`src/hw/rtl/nphb_pkg.sv`:
```
// shared types, constants and step table for the nearest point finder
package nphb_pkg;

    localparam int MAX_POINTS_DEF = 20;

    localparam int TW = 34;
    localparam int XW = 36;
    localparam int AW = 34;
    localparam int MW = 34;
    localparam int PW = 2 * MW;
    localparam int STEP_W = 5;

    localparam int CORDIC_ITERS = 30;
    localparam int DIV_STEPS = 3;
    localparam int SQRT_STEPS = 32;

    localparam logic [29:0] CORDIC_GAIN = 30'd652032874;
    // odd factor of the degree scale, 112500000 = 2^5 * 3515625
    localparam logic [21:0] DEG_DIV = 22'd3515625;
    localparam logic [32:0] RECIP27 = 33'((64'd1 << 54) / 64'd3515625);
    localparam logic [32:0] RECIP26 = 33'((64'd1 << 53) / 64'd3515625);
    localparam logic [60:0] ONE_Q60 = 61'h1000_0000_0000_0000;
    localparam logic [63:0] SQRT_BIT0 = 64'h4000_0000_0000_0000;
    localparam logic signed [MW-1:0] CIRC2_M = 34'sd80060348;
    localparam logic signed [MW-1:0] HUNDREDTHS = 34'sd36000;

    localparam logic [1:0] REG_OWN_LAT = 2'd0;
    localparam logic [1:0] REG_OWN_LON = 2'd1;
    localparam logic [1:0] REG_HEADING = 2'd2;
    localparam logic [1:0] REG_MAX_DIST = 2'd3;

    localparam logic [STEP_W-1:0] ST_CV_LAT1 = 5'd0;
    localparam logic [STEP_W-1:0] ST_SC_LAT1 = 5'd1;
    localparam logic [STEP_W-1:0] ST_CV_LAT2 = 5'd2;
    localparam logic [STEP_W-1:0] ST_SC_LAT2 = 5'd3;
    localparam logic [STEP_W-1:0] ST_CV_DLAT = 5'd4;
    localparam logic [STEP_W-1:0] ST_SC_DLAT = 5'd5;
    localparam logic [STEP_W-1:0] ST_CV_DLONH = 5'd6;
    localparam logic [STEP_W-1:0] ST_SC_DLONH = 5'd7;
    localparam logic [STEP_W-1:0] ST_CV_DLON = 5'd8;
    localparam logic [STEP_W-1:0] ST_SC_DLON = 5'd9;
    localparam logic [STEP_W-1:0] ST_MU_CC = 5'd10;
    localparam logic [STEP_W-1:0] ST_MU_SS = 5'd11;
    localparam logic [STEP_W-1:0] ST_MU_P = 5'd12;
    localparam logic [STEP_W-1:0] ST_MU_A = 5'd13;
    localparam logic [STEP_W-1:0] ST_SQ_A = 5'd14;
    localparam logic [STEP_W-1:0] ST_SQ_B = 5'd15;
    localparam logic [STEP_W-1:0] ST_AT_C = 5'd16;
    localparam logic [STEP_W-1:0] ST_MU_M = 5'd17;
    localparam logic [STEP_W-1:0] ST_MU_BY = 5'd18;
    localparam logic [STEP_W-1:0] ST_MU_T1 = 5'd19;
    localparam logic [STEP_W-1:0] ST_MU_T2 = 5'd20;
    localparam logic [STEP_W-1:0] ST_MU_BX = 5'd21;
    localparam logic [STEP_W-1:0] ST_AT_B = 5'd22;
    localparam logic [STEP_W-1:0] ST_MU_BH = 5'd23;
    localparam logic [STEP_W-1:0] ST_UPD = 5'd24;

    typedef enum logic [2:0] {
        OP_CONV27,
        OP_CONV26,
        OP_SINCOS,
        OP_ATAN,
        OP_SQRT,
        OP_MUL,
        OP_UPDATE
    } op_t;

    typedef struct packed {
        logic signed [30:0] point_latitude;
        logic signed [31:0] point_longitude;
        logic               has_point;
        logic               last;
    } in_t;

    typedef struct packed {
        logic [4:0]         point_count;
        logic signed [15:0] nearest_distance_m;
        logic signed [15:0] nearest_angle;
        logic               found;
    } out_t;

    typedef struct packed {
        logic signed [30:0] own_latitude;
        logic signed [31:0] own_longitude;
        logic [15:0]        own_heading;
        logic [14:0]        max_distance_m;
    } cfg_t;

    typedef struct packed {
        logic              load;
        logic              take;
        logic              go;
        op_t               op;
        logic [STEP_W-1:0] step;
        logic              emit;
    } dp_cmd_t;

    typedef struct packed {
        logic done;
        logic full;
    } dp_status_t;

    function automatic op_t step_op(input logic [STEP_W-1:0] s);
        op_t r;
        begin
            case (s)
                ST_CV_LAT1, ST_CV_LAT2, ST_CV_DLON: r = OP_CONV27;
                ST_CV_DLAT, ST_CV_DLONH: r = OP_CONV26;
                ST_SC_LAT1, ST_SC_LAT2, ST_SC_DLAT, ST_SC_DLONH, ST_SC_DLON: r = OP_SINCOS;
                ST_SQ_A, ST_SQ_B: r = OP_SQRT;
                ST_AT_C, ST_AT_B: r = OP_ATAN;
                ST_MU_CC, ST_MU_SS, ST_MU_P, ST_MU_A, ST_MU_M, ST_MU_BY, ST_MU_T1,
                ST_MU_T2, ST_MU_BX, ST_MU_BH: r = OP_MUL;
                default: r = OP_UPDATE;
            endcase
            step_op = r;
        end
    endfunction

    function automatic logic [29:0] atan_lut(input logic [4:0] i);
        logic [29:0] r;
        begin
            case (i)
                5'd0: r = 30'd536870912;
                5'd1: r = 30'd316933406;
                5'd2: r = 30'd167458907;
                5'd3: r = 30'd85004756;
                5'd4: r = 30'd42667331;
                5'd5: r = 30'd21354465;
                5'd6: r = 30'd10679838;
                5'd7: r = 30'd5340245;
                5'd8: r = 30'd2670163;
                5'd9: r = 30'd1335087;
                5'd10: r = 30'd667544;
                5'd11: r = 30'd333772;
                5'd12: r = 30'd166886;
                5'd13: r = 30'd83443;
                5'd14: r = 30'd41722;
                5'd15: r = 30'd20861;
                5'd16: r = 30'd10430;
                5'd17: r = 30'd5215;
                5'd18: r = 30'd2608;
                5'd19: r = 30'd1304;
                5'd20: r = 30'd652;
                5'd21: r = 30'd326;
                5'd22: r = 30'd163;
                5'd23: r = 30'd81;
                5'd24: r = 30'd41;
                5'd25: r = 30'd20;
                5'd26: r = 30'd10;
                5'd27: r = 30'd5;
                5'd28: r = 30'd3;
                5'd29: r = 30'd1;
                default: r = 30'd0;
            endcase
            atan_lut = r;
        end
    endfunction

endpackage

```
`src/hw/rtl/nphb_ctrl.sv`:
```
// controller state machine stepping through the per point program
module nphb_ctrl
    import nphb_pkg::*;
(
    input  logic       clk,
    input  logic       rst_n,
    input  logic       start,
    input  logic       has_point,
    input  logic       last,
    input  dp_status_t status,
    output logic       busy,
    output dp_cmd_t    cmd
);

    typedef enum logic [3:0] {
        S_IDLE   = 4'b0001,
        S_ISSUE  = 4'b0010,
        S_WAIT   = 4'b0100,
        S_FINISH = 4'b1000
    } state_t;

    state_t state_reg, state_next;
    logic [STEP_W-1:0] pc_reg, pc_next;
    logic last_reg, last_next;

    always_ff @(posedge clk or negedge rst_n)
    begin
        if (!rst_n)
        begin
            state_reg <= S_IDLE;
            pc_reg <= '0;
            last_reg <= 1'b0;
        end
        else
        begin
            state_reg <= state_next;
            pc_reg <= pc_next;
            last_reg <= last_next;
        end
    end

    assign busy = (state_reg != S_IDLE);

    always_comb
    begin
        state_next = state_reg;
        pc_next = pc_reg;
        last_next = last_reg;
        cmd.load = 1'b0;
        cmd.take = 1'b0;
        cmd.go = 1'b0;
        cmd.op = step_op(pc_reg);
        cmd.step = pc_reg;
        cmd.emit = 1'b0;
        case (state_reg)
            S_IDLE:
            begin
                if (start)
                begin
                    cmd.load = 1'b1;
                    last_next = last;
                    if (has_point && !status.full)
                    begin
                        cmd.take = 1'b1;
                        pc_next = ST_CV_LAT1;
                        state_next = S_ISSUE;
                    end
                    else
                    begin
                        state_next = S_FINISH;
                    end
                end
            end
            S_ISSUE:
            begin
                cmd.go = 1'b1;
                state_next = S_WAIT;
            end
            S_WAIT:
            begin
                if (status.done)
                begin
                    if (pc_reg == ST_UPD)
                    begin
                        state_next = S_FINISH;
                    end
                    else
                    begin
                        pc_next = pc_reg + 1'b1;
                        state_next = S_ISSUE;
                    end
                end
            end
            S_FINISH:
            begin
                cmd.emit = last_reg;
                state_next = S_IDLE;
            end
            default:
            begin
                state_next = S_IDLE;
            end
        endcase
    end

endmodule

```
`config.mk`:
```
export PLATFORM = sky130hd
export DESIGN_NAME = nphb_ctrl
export DESIGN_NICKNAME = d
export VERILOG_FILES = /design/src/hw/rtl/nphb_pkg.sv /design/src/hw/rtl/nphb_ctrl.sv
export SDC_FILE = /design/constraint.sdc
export NUM_CORES = 1
export LEC_CHECK = 0
export BUFFER_PORTS_ARGS = -buffer_cell sky130_fd_sc_hd__buf_2
export CAP_MARGIN = 20
export CORE_MARGIN = 2
export CORE_UTILIZATION = 51
export DETAILED_ROUTE_END_ITERATION = 16
export HOLD_SLACK_MARGIN = 0.02
export PLACE_DENSITY = 0.76
export SLEW_MARGIN = 20
export SYNTH_ARGS = -nofsm -noshare
export SYNTH_HDL_FRONTEND = slang
export SYNTH_SLANG_ARGS = --single-unit
```
`constraint.sdc`:
```
create_clock -name clk -period 2 [get_ports clk]
set_input_delay 0.3 -clock clk [delete_from_list [all_inputs] [get_ports clk]]
set_output_delay 0.3 -clock clk [all_outputs]
set_load 0.005 [all_outputs]
```
==> flow_metrics.env <==
export IMPL_ff2ff_setup_slack_ns=0.37
export IMPL_gp_congestion=0.822
export IMPL_r2r_start="state_reg[1]"
export IMPL_crit_type="flip-flop to primary output"
export IMPL_finalPower_uw=976
export IMPL_io_pins=20
export IMPL_clk_path_buf_depth=2
export IMPL_dp_final_hpwl_mm=1.33
export IMPL_yosysWarnings=0
export IMPL_cp_start_kind="flip-flop"
export IMPL_setup_viol=0
export IMPL_synth_top_area_share=0.289
export IMPL_grt_pass1_wl_mm=2.74
export IMPL_r2r_end="pc_reg[0]"
export IMPL_power_leakage_nw=0.445
export IMPL_synth_edf_count=0
export IMPL_vias=701
export IMPL_synth_async_reset_ratio=1.00
export IMPL_hold_path_class="input pin to flip-flop"
export IMPL_multiInputGateArea_um2=493
export IMPL_drive_gt1_frac=0.352
export IMPL_finalCriticalPeriod_ns=1.88
export IMPL_synth_seq_cells=10
export IMPL_worst_pin_slew_ns=0.390
export IMPL_netlist_instances=81
export IMPL_die_w_um=43.1
export IMPL_seq_area_frac_synth=0.323
export IMPL_cp_max_fo=6
export IMPL_netlist_top_cells_area="dfrtp_1 (29%), ha_1 (13%), nor4b_4 (6.1%)"
export IMPL_largest_reg_flops=5
export IMPL_synthTopCellsByCount="dfrtp_1 (9), ha_1 (8), inv_1 (7)"
export IMPL_crit_required_ns=1.70
export IMPL_fmax_mhz=531
export IMPL_synth_top_cell_by_area="dfrtp_1"
export IMPL_synth_area_um2=778
export IMPL_cts_setup_buffers=0
export IMPL_die_area_mm2=0.00185
export IMPL_ys_types=32
export IMPL_final_nets=121
export IMPL_post_route_util=0.645
export IMPL_fin_setup_tns_ns=0
export IMPL_htree_num_levels=1
export IMPL_syn_num_nets=96
export IMPL_rsz0062_at_grt="false"
export IMPL_coreArea_mm2=0.00147
export IMPL_yosysMostFrequentCell="dfrtp_1"
export IMPL_drt_iter0_drc=10
export IMPL_cts_buffers=3
export IMPL_overflow=0
export IMPL_hold_violations=0
export IMPL_endpoint_kind="primary output"
export IMPL_track_usage=0.195
export IMPL_wl_per_cell_um=14.0
export IMPL_fp_dieH_um=43.1
export IMPL_drc=0
export IMPL_root_buffer="clkbuf_4"
export IMPL_start_util=0.529
export IMPL_reg2reg_depth=4
export IMPL_viasPerCell=5.79
export IMPL_grt_pass1_vias=670
export IMPL_avgSynthCellArea_um2=9.61
export IMPL_io_buffers=19
export IMPL_synth_ff_type="dfrtp_1"
export IMPL_skew_ns=0.0140
export IMPL_pwr_density_cell_mw_per_mm2=1030
export IMPL_area_delta_synth_final_pct=22.0
export IMPL_post_route_period_util=0.942
export IMPL_clkTransAtPathRegs_ns=0.08
export IMPL_regArea_um2=254
export IMPL_min_path_cells=2
export IMPL_crit_start="pc_reg[1]"
export IMPL_clock_sinks=10
export IMPL_routed_wl_mm=1.69
export IMPL_fp_row_count=14
export IMPL_slew_headroom=0.739
export IMPL_num_antenna_cells=0
export IMPL_final_fill_count=128
export IMPL_maxSlewViolCount=0
export IMPL_cts_tree="yes"
export IMPL_antenna_found_initial=0
export IMPL_status="finished clean"
export IMPL_grt_max_degree=12
export IMPL_ir_drop_mv=0.643
export IMPL_drt_pass1_iter_count=4
export IMPL_clk_latency_ns=0.27
export IMPL_cp_arrival_ns=1.58
export IMPL_maxCapViolCount=0
export IMPL_postRouteAntennaNets=0
export IMPL_endpoint="cmd[7]"
## metrics by stage
step,setup WS (ns),hold WS (ns),instance area [µm²],std cells
after floorplan,0.463,0.00441,778,81
after global placement,0.368,0.177,901,116
after detailed placement,0.315,0.173,901,116
after CTS,0.0252,0.259,947,121
after global routing,0.00450,0.263,950,121
final,0.116,0.251,950,121
## worst max-delay path, cell delays in order (launching register included)
cell	delay [ns]
dfrtp_2	0.42
inv_1	0.12
ha_1	0.23
mux2i_1	0.13
nand2_1	0.07
o211ai_1	0.10
o21ai_0	0.11
buf_2	0.13
## placed cells by master, fill, tap and decap left out, types with 2 or more instances in the layout
cell,instances
nand2b_1,2
a21oi_1,6
nand3_1,6
nand2_2,2
ha_1,8
nand2_1,5
nand4_1,2
mux2i_1,2
nor3_1,3
buf_4,2
o211ai_2,2
inv_1,6
nand3b_1,2
o21ai_0,3
nor4b_4,2
dfrtp_1,7
dfrtp_2,2
or3_1,2
nor2_1,2
buf_2,19
clkbuf_4,3
## cell type report
cell class,instances,area share
multi-input cells,62,0.519
inverters,7,0.0277
flip-flops and latches,10,0.267
well taps,16,0.0211
repair buffers,22,0.126
clock buffers,4,0.0382
## power by group
part / leakage (nW) / internal, mW / switching, mW
clock: 0.0210 / 0.111 / 0.0762
sequential: 0.124 / 0.264 / 0.0936
combinational: 0.300 / 0.213 / 0.219
total: 0.445 / 0.587 / 0.389
## layer usage
metal | up-vias | global-route usage | routed length, µm
met5 | - | 0 | 0
li1 | 350 | - | -
met1 | 332 | 0.230 | 750
met4 | 0 | 0.0545 | 0
met3 | 0 | 0.0255 | 56
met2 | 19 | 0.364 | 883
## repair_timing
item,in CTS,in global routing
hold endpoints to repair,9,0
hold buffers,1,0
setup endpoints to repair,0,2
resized for setup,0,3
## logic make-up after synthesis
family                   after synthesis  synth area share
adder cells (fa/ha/maj)                8             0.129
AO/OA/AOI/OAI                         19             0.188
buffers and inverters                  9            0.0434
AND/OR/NAND/NOR                       32             0.277
multiplexers                           3            0.0402
flip-flops                            10             0.323
## worst min path at each step
| stage | to | startpoint | slack [ns] |
|---|---|---|---|
| after floorplan | last_reg | rst_n | 0.004 |
| after global placement | pc_reg[4] | rst_n | 0.18 |
| after detailed placement | pc_reg[4] | rst_n | 0.17 |
| after CTS | last_reg | last | 0.26 |
| after global routing | last_reg | last | 0.26 |
| final | last_reg | last | 0.25 |
Power figures use the tool's default switching activity.
