==> src/hw/rtl/nphb_pkg.sv <==
// shared types, constants and step table for the nearest point finder
package nphb_pkg;

    localparam int MAX_POINTS_DEF = 20;

    localparam int TW = 34;
    localparam int XW = 36;
    localparam int AW = 34;
    localparam int MW = 34;
    localparam int PW = 2 * MW;
    localparam int STEP_W = 5;

    localparam int CORDIC_ITERS = 30;
    localparam int DIV_STEPS = 3;
    localparam int SQRT_STEPS = 32;

    localparam logic [29:0] CORDIC_GAIN = 30'd652032874;
    // odd factor of the degree scale, 112500000 = 2^5 * 3515625
    localparam logic [21:0] DEG_DIV = 22'd3515625;
    localparam logic [32:0] RECIP27 = 33'((64'd1 << 54) / 64'd3515625);
    localparam logic [32:0] RECIP26 = 33'((64'd1 << 53) / 64'd3515625);
    localparam logic [60:0] ONE_Q60 = 61'h1000_0000_0000_0000;
    localparam logic [63:0] SQRT_BIT0 = 64'h4000_0000_0000_0000;
    localparam logic signed [MW-1:0] CIRC2_M = 34'sd80060348;
    localparam logic signed [MW-1:0] HUNDREDTHS = 34'sd36000;

    localparam logic [1:0] REG_OWN_LAT = 2'd0;
    localparam logic [1:0] REG_OWN_LON = 2'd1;
    localparam logic [1:0] REG_HEADING = 2'd2;
    localparam logic [1:0] REG_MAX_DIST = 2'd3;

    localparam logic [STEP_W-1:0] ST_CV_LAT1 = 5'd0;
    localparam logic [STEP_W-1:0] ST_SC_LAT1 = 5'd1;
    localparam logic [STEP_W-1:0] ST_CV_LAT2 = 5'd2;
    localparam logic [STEP_W-1:0] ST_SC_LAT2 = 5'd3;
    localparam logic [STEP_W-1:0] ST_CV_DLAT = 5'd4;
    localparam logic [STEP_W-1:0] ST_SC_DLAT = 5'd5;
    localparam logic [STEP_W-1:0] ST_CV_DLONH = 5'd6;
    localparam logic [STEP_W-1:0] ST_SC_DLONH = 5'd7;
    localparam logic [STEP_W-1:0] ST_CV_DLON = 5'd8;
    localparam logic [STEP_W-1:0] ST_SC_DLON = 5'd9;
    localparam logic [STEP_W-1:0] ST_MU_CC = 5'd10;
    localparam logic [STEP_W-1:0] ST_MU_SS = 5'd11;
    localparam logic [STEP_W-1:0] ST_MU_P = 5'd12;
    localparam logic [STEP_W-1:0] ST_MU_A = 5'd13;
    localparam logic [STEP_W-1:0] ST_SQ_A = 5'd14;
    localparam logic [STEP_W-1:0] ST_SQ_B = 5'd15;
    localparam logic [STEP_W-1:0] ST_AT_C = 5'd16;
    localparam logic [STEP_W-1:0] ST_MU_M = 5'd17;
    localparam logic [STEP_W-1:0] ST_MU_BY = 5'd18;
    localparam logic [STEP_W-1:0] ST_MU_T1 = 5'd19;
    localparam logic [STEP_W-1:0] ST_MU_T2 = 5'd20;
    localparam logic [STEP_W-1:0] ST_MU_BX = 5'd21;
    localparam logic [STEP_W-1:0] ST_AT_B = 5'd22;
    localparam logic [STEP_W-1:0] ST_MU_BH = 5'd23;
    localparam logic [STEP_W-1:0] ST_UPD = 5'd24;

    typedef enum logic [2:0] {
        OP_CONV27,
        OP_CONV26,
        OP_SINCOS,
        OP_ATAN,
        OP_SQRT,
        OP_MUL,
        OP_UPDATE
    } op_t;

    typedef struct packed {
        logic signed [30:0] point_latitude;
        logic signed [31:0] point_longitude;
        logic               has_point;
        logic               last;
    } in_t;

    typedef struct packed {
        logic [4:0]         point_count;
        logic signed [15:0] nearest_distance_m;
        logic signed [15:0] nearest_angle;
        logic               found;
    } out_t;

    typedef struct packed {
        logic signed [30:0] own_latitude;
        logic signed [31:0] own_longitude;
        logic [15:0]        own_heading;
        logic [14:0]        max_distance_m;
    } cfg_t;

    typedef struct packed {
        logic              load;
        logic              take;
        logic              go;
        op_t               op;
        logic [STEP_W-1:0] step;
        logic              emit;
    } dp_cmd_t;

    typedef struct packed {
        logic done;
        logic full;
    } dp_status_t;

    function automatic op_t step_op(input logic [STEP_W-1:0] s);
        op_t r;
        begin
            case (s)
                ST_CV_LAT1, ST_CV_LAT2, ST_CV_DLON: r = OP_CONV27;
                ST_CV_DLAT, ST_CV_DLONH: r = OP_CONV26;
                ST_SC_LAT1, ST_SC_LAT2, ST_SC_DLAT, ST_SC_DLONH, ST_SC_DLON: r = OP_SINCOS;
                ST_SQ_A, ST_SQ_B: r = OP_SQRT;
                ST_AT_C, ST_AT_B: r = OP_ATAN;
                ST_MU_CC, ST_MU_SS, ST_MU_P, ST_MU_A, ST_MU_M, ST_MU_BY, ST_MU_T1,
                ST_MU_T2, ST_MU_BX, ST_MU_BH: r = OP_MUL;
                default: r = OP_UPDATE;
            endcase
            step_op = r;
        end
    endfunction

    function automatic logic [29:0] atan_lut(input logic [4:0] i);
        logic [29:0] r;
        begin
            case (i)
                5'd0: r = 30'd536870912;
                5'd1: r = 30'd316933406;
                5'd2: r = 30'd167458907;
                5'd3: r = 30'd85004756;
                5'd4: r = 30'd42667331;
                5'd5: r = 30'd21354465;
                5'd6: r = 30'd10679838;
                5'd7: r = 30'd5340245;
                5'd8: r = 30'd2670163;
                5'd9: r = 30'd1335087;
                5'd10: r = 30'd667544;
                5'd11: r = 30'd333772;
                5'd12: r = 30'd166886;
                5'd13: r = 30'd83443;
                5'd14: r = 30'd41722;
                5'd15: r = 30'd20861;
                5'd16: r = 30'd10430;
                5'd17: r = 30'd5215;
                5'd18: r = 30'd2608;
                5'd19: r = 30'd1304;
                5'd20: r = 30'd652;
                5'd21: r = 30'd326;
                5'd22: r = 30'd163;
                5'd23: r = 30'd81;
                5'd24: r = 30'd41;
                5'd25: r = 30'd20;
                5'd26: r = 30'd10;
                5'd27: r = 30'd5;
                5'd28: r = 30'd3;
                5'd29: r = 30'd1;
                default: r = 30'd0;
            endcase
            atan_lut = r;
        end
    endfunction

endpackage

==> src/hw/rtl/nphb_regs.sv <==
// apb configuration registers
module nphb_regs
    import nphb_pkg::*;
(
    input  logic        clk,
    input  logic        rst_n,
    input  logic        psel,
    input  logic        penable,
    input  logic        pwrite,
    input  logic [3:0]  paddr,
    input  logic [31:0] pwdata,
    output logic [31:0] prdata,
    output logic        pready,
    output cfg_t        cfg
);

    cfg_t cfg_reg;
    logic [1:0] idx;
    logic wr;

    assign idx = paddr[3:2];
    assign wr = psel && penable && pwrite;
    assign pready = 1'b1;
    assign cfg = cfg_reg;

    always_ff @(posedge clk or negedge rst_n)
    begin
        if (!rst_n)
        begin
            cfg_reg.own_latitude <= '0;
            cfg_reg.own_longitude <= '0;
            cfg_reg.own_heading <= '0;
            cfg_reg.max_distance_m <= 15'd5000;
        end
        else if (wr)
        begin
            case (idx)
                REG_OWN_LAT: cfg_reg.own_latitude <= pwdata[30:0];
                REG_OWN_LON: cfg_reg.own_longitude <= pwdata;
                REG_HEADING: cfg_reg.own_heading <= pwdata[15:0];
                REG_MAX_DIST: cfg_reg.max_distance_m <= pwdata[14:0];
                default: ;
            endcase
        end
    end

    always_comb
    begin
        case (idx)
            REG_OWN_LAT: prdata = {cfg_reg.own_latitude[30], cfg_reg.own_latitude};
            REG_OWN_LON: prdata = cfg_reg.own_longitude;
            REG_HEADING: prdata = {16'd0, cfg_reg.own_heading};
            REG_MAX_DIST: prdata = {17'd0, cfg_reg.max_distance_m};
            default: prdata = '0;
        endcase
    end

endmodule

==> config.mk <==
export PLATFORM = sky130hd
export DESIGN_NAME = nphb_regs
export DESIGN_NICKNAME = d
export VERILOG_FILES = /design/src/hw/rtl/nphb_pkg.sv /design/src/hw/rtl/nphb_regs.sv
export SDC_FILE = /design/constraint.sdc
export NUM_CORES = 1
export LEC_CHECK = 0
export ABC_AREA = 1
export BUFFER_PORTS_ARGS = -buffer_cell sky130_fd_sc_hd__buf_2
export CORE_MARGIN = 3
export CORE_UTILIZATION = 50
export DETAILED_ROUTE_END_ITERATION = 10
export PLACE_DENSITY = 0.81
export SYNTH_ARGS = -nofsm -noshare
export SYNTH_HDL_FRONTEND = slang
export SYNTH_SLANG_ARGS = --single-unit
==> constraint.sdc <==
create_clock -name clk -period 1.5 [get_ports clk]
set_clock_uncertainty 0.15 [all_clocks]
set_input_delay 0.075 -clock clk [delete_from_list [all_inputs] [get_ports clk]]
set_output_delay 0.075 -clock clk [all_outputs]
set_load 0.05 [all_outputs]
==> summary.md, run 1 <==
| Metric | Value |
|---|---|
| Outcome | complete, but fails checks |
| Failing checks | negative setup slack |
| Reg2reg start | cfg[7] |
| Worst Path Arrival | 1.29 ns |
| Share of layout cells above drive strength 1 | 28.9% |
| Setup TNS | -0.0195 ns |
| I/O pins | 168 |
| Max reg flops | 94 |
| Total Wirelength | 13.3 mm |
| Die height | 99.7 um |
| Antenna-violating nets left | 0 |
| CTS Buf Count | 9 |
| Seq/Total Area, Yosys | 53.7% |
| Final Hold Viols | 0 |
| Combinational share of power | 43.5% |
| Most frequent cell after synthesis | nand2_1 |
| Fillers | 680 |
| Routed vias | 4,455 |
| Synth area leaders | dfrtp_1 (51%), nand2_1 (30%), nand3_1 (5.2%), buf_6 (3.3%), dfstp_2 (3.0%) |
| Maximum root-to-sink buffer count | 2 |
| Clock latency at the later pin of the worst-skew pair | 0.35 ns |
| Routability congestion estimate | 0.847 |
| Number of global-route vias before repair | 4,294 |
| Starting density of the core | 52.4% |
| Startpoint Class | flip-flop |
| IO buf count | 164 |
| Synth top cells by count | nand2_1 (347), dfrtp_1 (89), nand3_1 (46) |
| Clk pin slew, worst setup/hold paths | 0.09 ns |
| Post-synth ARST share | 100% |
| CTS tree | built |
| Global-route wire length before repair | 21.7 mm |
| Hold Crit Endpoint | cfg[3] |
| Min-delay src | paddr[3] |
| Switching Fraction | 48.2% |
| Tcrit/Tclk final | 101% |
| EDFF count, synth | 0 |
| Worst flop-to-flop path endpoint | cfg[7] |
| Post-Syn Nets | 597 |
| Largest net degree at the start of global routing | 59 |
| Nets | 789 |
| VDD IR max | 0.00100 V |
| Clock root buffer | clkbuf_8 |
| Die Wd | 99.7 um |
| Clock net sink count | 94 |
| ANT cells | 0 |
| DIE AREA | 0.00995 sq mm |
| Cell leakage power | 3.38 nW |
| # H-tree levels | 3 |
| First drt pass iteration count | 5 |
| WL per Instance | 15.6 um |
| Num rows | 33 |
| Power per cell area | 1610 mW/mm^2 |
| Initial DRC Count | 266 |
| Synthesized cell area | 0.00439 sq mm |
| FF-to-FF path depth | 2 |
| Hold WC Path Type | in -> reg |
| Core ar. | 0.00838 sq mm |
| RSZ-0062 raised after global routing | true |
| Worst hold path depth | 5 |
| Net switching power | 0.00456 W |
| DR vias/cell | 5.20 |
| Crit path required time | 1.27 ns |
| FF+latch count, synth | 94 |
| Yosys top cell area share | 50.7% |
| DP Worst Slack | 0.0577 ns |
| Internal | 0.00491 W |
| Initial antenna violation count | 0 |
| Clock share of power | 19.1% |
| Post-Syn Instances | 556 |
| Total Power | 0.00947 W |
| Setup Crit Path Kind | reg -> out |
| DRC Markers | 0 |
| Flop pwr share | 37.3% |
| Area grow syn2layout | 33.7% |
| Maximum clock frequency | 0.661 GHz |
| Max-cap violation count | 0 |
| Total track usage | 27.4% |
| CP endpoint kind | primary output |
| Most area-hungry cell type in the Yosys netlist | dfrtp_1 |
| Fin crit period | 1.51 ns |
| R2R Setup Slk | 0.59 ns |
| Synth unique cells | 18 |
| Slew Viols, Final | 0 |
| Final setup margin | -0.0130 ns |
| Primary FF master, synth | dfrtp_1 |
| Synth warnings | 0 |
| HPWL after detailed placement | 8.94 mm |
| Setup violators final | 2 |
| Syn avg cell area | 7.90 sq um |
| GR Overflow Total | 0 |
| CP max FO | 3 |
## cells in the final DEF (no fill, tap or decap), drive strengths merged, types with 2 or more instances in the layout
cell type | synthesis | final
buf | 25 | 173
bufinv | 0 | 2
clkbuf | 6 | 16
clkinvlp | 0 | 2
dfrtp | 89 | 89
dfstp | 5 | 5
dlygate4sd3 | 0 | 33
inv | 7 | 8
nand2 | 353 | 353
nand3 | 47 | 47
nand4 | 15 | 15
nor2 | 6 | 6
o21ai | 2 | 2
## critical path, cell delays in order (launching register included)
cell     delay, ns
dfstp_2       0.58
nand3_2       0.08
nand4_1       0.11
buf_6         0.17
## area by class of cell
cell class / instances / area (sq um) / area share [%]
repair buffers: 212 / 1370 / 23.2
clock buffers: 10 / 128 / 2.17
multi-input cells: 424 / 1780 / 30.2
flip-flops and latches: 94 / 2360 / 40.1
well taps: 105 / 131 / 2.24
clock inverters: 5 / 83.8 / 1.43
inverters: 7 / 33.8 / 0.575
## per-layer routing
layer	vias to the layer above	share of wire, %	wire, um	global-route usage [%]
li1	2105	-	-	-
met1	2062	40	5340	37.1
met2	256	49	6520	45.1
met3	32	8.8	1180	5.19
met4	0	2.2	299	7.98
met5	-	0	0	0
## worst max-delay path by stage
stage | startpoint | slack (ns) | endpoint
detailed placement | paddr[2] | 0.06 | cfg[27]
global route | cfg[7] | -0.07 | prdata[7]
floorplan | cfg[93] | -0.19 | prdata[30]
finish | cfg[7] | -0.01 | prdata[7]
CTS | cfg[3] | -0.007 | prdata[3]
global placement | paddr[2] | 0.09 | cfg[28]
## logic make-up (layout without fill, tap and decap cells)
group | after synthesis | in the layout | share of synthesized area (%)
compound gates | 2 | 2 | 0.228
flops | 94 | 94 | 53.7
buf+inv | 38 | 234 | 6.32
simple gates | 421 | 421 | 39.7
other cells | 1 | 1 | 0.0853
## stage by stage
| stage | std cells | instance area (sq um) | hold slack [ns] | utilization (%) |
|---|---|---|---|---|
| after global routing | 857 | 5880 | 0.0933 | 70.1 |
| final | 857 | 5880 | 0.0745 | 70.1 |
| after global placement | 809 | 5270 | -0.0532 | 62.9 |
| after floorplan | 556 | 4390 | -0.371 | - |
| after detailed placement | 809 | 5270 | -0.0605 | 62.9 |
| after CTS | 857 | 5850 | 0.0650 | 69.8 |
## power groups by stage
| stage | Clock [W] | Combinational [W] | Sequential, W |
|---|---|---|---|
| after floorplan | 0 | 0.00116 | 0.00532 |
| after global placement | 0 | 0.00394 | 0.00353 |
| after detailed placement | 0 | 0.00401 | 0.00354 |
| after CTS | 0.00183 | 0.00412 | 0.00351 |
| after global routing | 0.00194 | 0.00434 | 0.00360 |
| final | 0.00181 | 0.00412 | 0.00353 |
## timing repair
| item | CTS | global route |
|---|---|---|
| pin swaps | 5 | 1 |
| hold endpoints to repair | 188 | 0 |
| buffers inserted | 0 | 0 |
| hold buffers | 33 | 0 |
| endpoints found under the setup margin | 5 | 12 |
| gates resized for setup | 12 | 9 |
(Power assumes the default switching activity.)
==> run 2, diff against run 1 <==
Settings changed: CORE_UTILIZATION 50 to 44, GPL_ROUTABILITY_DRIVEN set to 0, PLACE_DENSITY 0.81 to 0.76.
Clock period 1.5 ns to 1.2 ns, I/O delays scaled along.
==> run 2 against run 1 <==
Net effect: final cell count increased by 10%; the flow still finishes with violations (negative setup slack); global-route usage rose by 1.6 points; non-clock buffer count grew 63; flip-flop and latch count stayed put; critical path depth unchanged; core utilization grew 12 points; worst hold slack gained 0.046 ns; sequential power grew 33%; routed wire length is 31% higher.
==> summary.md, run 2 (same netlist as run 1, synthesis figures left out) <==
| Metric | Value |
|---|---|
| Placed Cells | 851 (+5.2%) |
| Outcome | complete, but fails checks |
| GR Overflow Total | 0 (unchanged) |
| HPWL after detailed placement | 9.96 mm (+11%) |
| Cell leakage power | 3.90 nW (+16%) |
| # H-tree levels | 3 (unchanged) |
| Tcrit/Tclk final | 124% |
| First drt pass iteration count | 6 (+1) |
| CTS tree | built |
| Total Power | 0.0143 W (+51%) |
| Fin cells | 945 (+10%) |
| Most common cell after layout, fill and taps aside | nand2_1 |
| Num rows | 35 (+6.1%) |
| Core ar. | 0.00946 sq mm (+13%) |
| Total track usage | 29.0% (+1.6 points) |
| DRC Markers | 0 (unchanged) |
| CP endpoint kind | primary output |
| RSZ-0062 raised after global routing | true |
| CP max FO | 3 (unchanged) |
| Clock latency at the later pin of the worst-skew pair | 0.34 ns (about the same) |
| Nets | 852 (+8.0%) |
| Worst flop-to-flop path endpoint | cfg[4] |
| Crit path required time | 0.99 ns (-0.28 ns) |
| Global-route wire length before repair | 25.9 mm (+19%) |
| Initial DRC Count | 442 (+66%) |
| Area grow syn2layout | 76.8% |
| Setup violators final | 61 (+59) |
| Total Wirelength | 17.5 mm (+31%) |
| Die height | 106 um (+6.2%) |
| Clk pin slew, worst setup/hold paths | 0.09 ns (about the same) |
| Reg2reg start | cfg[4] |
| DP Worst Slack | -0.0784 ns (-0.136 ns) |
| Share of layout cells above drive strength 1 | 51.1% (+22 points) |
| Max reg flops | 94 (unchanged) |
| I/O pins | 168 (unchanged) |
| Maximum root-to-sink buffer count | 2 (unchanged) |
| Largest net degree at the start of global routing | 63 (+6.8%) |
| WL per Instance | 18.6 um (+19%) |
| FF-to-FF path depth | 5 (+3) |
| Power per cell area | 1840 mW/mm^2 (+14%) |
| Slew Viols, Final | 0 (unchanged) |
| DIE AREA | 0.0112 sq mm (+13%) |
| IO buf count | 164 (unchanged) |
| Clock root buffer | clkbuf_8 |
| DR vias/cell | 5.27 (+1.3%) |
| VDD IR max | 0.00102 V (+2.3%) |
| Number of global-route vias before repair | 5,051 (+18%) |
| Fin area | 0.00777 sq mm (+32%) |
| Die Wd | 106 um (+6.2%) |
| Final Hold Viols | 0 (unchanged) |
| Maximum clock frequency | 0.672 GHz |
| Fin crit period | 1.49 ns |
| ANT cells | 0 (unchanged) |
| Hold WC Path Type | in -> async |
| Startpoint Class | flip-flop |
| Setup Crit Path Kind | reg -> out |
| R2R Setup Slk | 0.05 ns (-0.54 ns) |
| Max-cap violation count | 0 (unchanged) |
| Routed vias | 4,977 (+12%) |
| CTS Buf Count | 9 (unchanged) |
| Initial antenna violation count | 0 (unchanged) |
| Starting density of the core | 46.5% (-6.0 points) |
| Worst Path Arrival | 1.28 ns (about the same) |
| Final setup margin | -0.287 ns (-0.274 ns) |
| Antenna-violating nets left | 0 (unchanged) |
| Failing checks | negative setup slack |
| Placed inst area | 0.00580 sq mm (+10%) |
| Most frequent cells in the layout | nand2_1 (311), buf_6 (107), dfrtp_2 (71), buf_4 (50), nand2_2 (40) |
| Clock net sink count | 94 (unchanged) |
==> run 2: changes by cell type in the layout (fill, tap and decap cells not counted), moves of 36 or more <==
cell and delta:
nand2_2 +36, nand2_1 -36, dfrtp_1 -71, buf_4 +37, buf_2 -114, dfrtp_2 +71
buf_6 +102
==> run 2: where the power goes <==
part / switching, W / internal (W)
combinational: 0.00449 / 0.00278
clock: 0.00112 / 0.00118
sequential: 0.000779 / 0.00394
total: 0.00638 / 0.00790
==> run 2: timing repair <==
| action | CTS | global route |
|---|---|---|
| resized for setup | 245 | 96 |
| hold buffers | 33 | 0 |
| hold endpoints to repair | 188 | 0 |
| pin swaps | 44 | 22 |
| setup endpoints to repair | 126 | 101 |
| buffers inserted | 20 | 29 |
==> run 2: worst max path at each step <==
| stage | end | startpoint | cells past startpoint |
|---|---|---|---|
| 4_1_cts | prdata[12] | cfg[12] | 3 |
| 3_3_place_gp | prdata[3] | paddr[2] | 6 |
| 3_5_place_dp | cfg[28] | paddr[2] | 7 |
| 5_1_grt | prdata[8] | cfg[8] | 3 |
| 6_report | prdata[8] | cfg[8] | 3 |
| 2_1_floorplan | prdata[12] | cfg[12] | 2 |
==> run 2: critical path, cell delays in order (launching register included) <==
cell     delay (ns)
dfstp_2        0.58
nand3_2        0.07
nand4_1        0.11
buf_6          0.17
==> run 2: final cells by class <==
cell class,instances,area (sq um)
Clock buffer,11,131
Clock inverter,5,83.8
Timing Repair Buffer,275,2890
Inverter,7,36.3
Tap cell,129,161
Fill cell,551,1690
Multi-Input combinational cell,424,2020
Sequential cell,94,2450
==> run 2: per-layer routing <==
layer | share of wire [%] | vias up | global-route usage, %
met5 | 0 | - | 0
met4 | 3.4 | 0 | 11.7
met3 | 8.1 | 59 | 5.28
met2 | 51 | 301 | 51.7
met1 | 37 | 2381 | 34.5
li1 | - | 2236 | -
==> run 2: through the flow <==
step	util, %	hold WS, ns	setup TNS [ns]
CTS	76.6	0.106	-5.65
global route	82.1	0.146	-9.40
finish	82.1	0.121	-6.88
global placement	61.3	-0.0655	-1.06
floorplan	-	-0.386	-1.88
detailed placement	61.3	-0.0606	-3.16
==> run 3, diff against run 2 <==
Settings changed: PLACE_DENSITY 0.76 to 0.74.
==> run 3 against run 2 <==
Net effect: the run still ends with negative setup slack left; non-clock buffer count increased by 15; routed wire length grew 0.12%; clock power is 11% lower; critical path type unchanged; critical endpoint is now prdata[12]; largest power group unchanged.
==> summary.md, run 3 (same netlist as run 1, synthesis figures left out) <==
| Metric | Value |
|---|---|
| Outcome | complete, but fails checks |
| Failing checks | negative setup slack |
| Most common cell after layout, fill and taps aside | nand2_1 |
| Worst setup path startpoint | cfg[12] |
| Initial antenna violation count | 0 (unchanged) |
| Number of global-route vias before repair | 5,017 (-0.67%) |
| CP endpoint kind | primary output |
| Clock root buffer | clkbuf_8 |
| Setup TNS | -8.39 ns (-1.52 ns) |
| Starting density of the core | 46.5% (unchanged) |
| Hold WC Path Type | in -> async |
| IO buf count | 164 (unchanged) |
| First drt pass iteration count | 5 (-1) |
| Final setup margin | -0.302 ns (-0.0152 ns) |
| Share of layout cells above drive strength 1 | 51.6% (+0.52 points) |
| CP max FO | 2 (-1) |
| Die Wd | 106 um (unchanged) |
| Routed vias | 5,010 (+0.66%) |
| Initial DRC Count | 269 (-39%) |
| RSZ-0062 raised after global routing | true |
| Post-layout util | 83.8% (+1.6 points) |
| Fin crit period | 1.50 ns (+0.0152 ns) |
| VDD IR max | 0.000975 V (-4.8%) |
| Total Wirelength | 17.6 mm (+0.12%) |
| Maximum clock frequency | 0.666 GHz (-1.0%) |
| R2R Setup Slk | 0.03 ns (-0.02 ns) |
| Slew Viols, Final | 0 (unchanged) |
| Maximum root-to-sink buffer count | 2 (unchanged) |
| Antenna-violating nets left | 0 (unchanged) |
| GR Overflow Total | 0 (unchanged) |
| Cell leakage power | 4.01 nW (+2.6%) |
| Setup Crit Path Kind | reg -> out |
| DR vias/cell | 5.22 (-0.91%) |
| Clk pin slew, worst setup/hold paths | 0.10 ns (about the same) |
| CTS Buf Count | 9 (unchanged) |
| Tcrit/Tclk final | 125% (+1.3 points) |
| Final Hold Viols | 0 (unchanged) |
| Area grow syn2layout | 80.3% |
| Hold_ws | 0.0895 ns (-0.0313 ns) |
| I/O pins | 168 (unchanged) |
| DRC Markers | 0 (unchanged) |
| Nets | 867 (+1.8%) |
| Worst flop-to-flop path endpoint | cfg[5] |
| Num rows | 35 (unchanged) |
| DP Worst Slack | -0.123 ns (-0.0444 ns) |
| Total track usage | 29.7% (+0.71 points) |
| Fillers | 499 (-9.4%) |
| Crit path required time | 0.99 ns (about the same) |
| Largest net degree at the start of global routing | 65 (+3.2%) |
| Global-route wire length before repair | 26.4 mm (+1.9%) |
| FF-to-FF path depth | 5 (unchanged) |
| Power per cell area | 1800 mW/mm^2 (-2.0%) |
| Critical Path End | prdata[12] |
| Core ar. | 0.00946 sq mm (unchanged) |
| Startpoint Class | flip-flop |
| CTS tree | built |
| Most frequent cells in the layout | nand2_1 (314), buf_6 (110), dfrtp_2 (70), buf_4 (55), buf_8 (38) |
| Die height | 106 um (unchanged) |
| Worst Path Arrival | 1.29 ns (about the same) |
| Max reg flops | 94 (unchanged) |
| # H-tree levels | 3 (unchanged) |
| WL per Instance | 18.3 um (-1.4%) |
| DIE AREA | 0.0112 sq mm (unchanged) |
| Max-cap violation count | 0 (unchanged) |
| ANT cells | 0 (unchanged) |
| HPWL after detailed placement | 9.97 mm (+0.13%) |
| Setup violators final | 73 (+20%) |
| Clock net sink count | 94 (unchanged) |
| Clock latency at the later pin of the worst-skew pair | 0.35 ns (about the same) |
| Reg2reg start | cfg[5] |
-- run 3: worst min path at each step --
| stage | startpoint | to |
|---|---|---|
| floorplan | rst_n | cfg[0] |
| finish | rst_n | cfg[69] |
| global route | rst_n | cfg[69] |
| detailed placement | rst_n | cfg[69] |
| global placement | rst_n | cfg[69] |
| CTS | rst_n | cfg[69] |
-- run 3: metal layers --
metal	share of wire (%)	vias up	wire length, um	GRT usage, %
met1	39	2426	6770	36.6
met4	2.7	0	474	10.5
met2	51	281	8990	52.1
li1	-	2258	-	-
met3	7.5	45	1320	5.65
met5	0	-	0	0
-- run 3: critical path, stage by stage, from the launching register on --
cell and delay, ns:
dfstp_2 0.57, nand3_2 0.06, nand4_1 0.12, buf_6 0.18
-- run 3: cell type report --
type                    count  area, sq um  area share (%)
clock buffers              11          151            1.91
clock inverters             5         40.0           0.505
inverters                   7         36.3           0.458
multi-input cells         424         2010            25.4
flip-flops and latches     94         2450            30.9
well taps                 129          161            2.04
repair buffers            290         3080            38.8
-- run 3: report_power, final --
part	internal (W)	leakage (nW)	switching [W]
Combinational	0.00298	2.81	0.00453
Clock	0.000888	0.100	0.00116
Sequential	0.00393	1.09	0.000763
Total	0.00781	4.01	0.00646
-- run 3: metrics by stage --
stage	power, W	instances	cell area (sq um)
final	0.0143	960	7920
after global routing	0.0148	960	7920
after CTS	0.0134	920	7420
after detailed placement	0.00974	855	5840
after global placement	0.00965	855	5840
after floorplan	0.00831	556	4660
-- run 3: timing repair --
| item | in CTS | in global routing |
|---|---|---|
| pin swaps | 57 | 17 |
| gates resized for setup | 294 | 59 |
| endpoints found under the hold margin | 188 | 0 |
| hold buffers | 33 | 0 |
| buffers inserted | 16 | 44 |
| setup endpoints to repair | 126 | 91 |
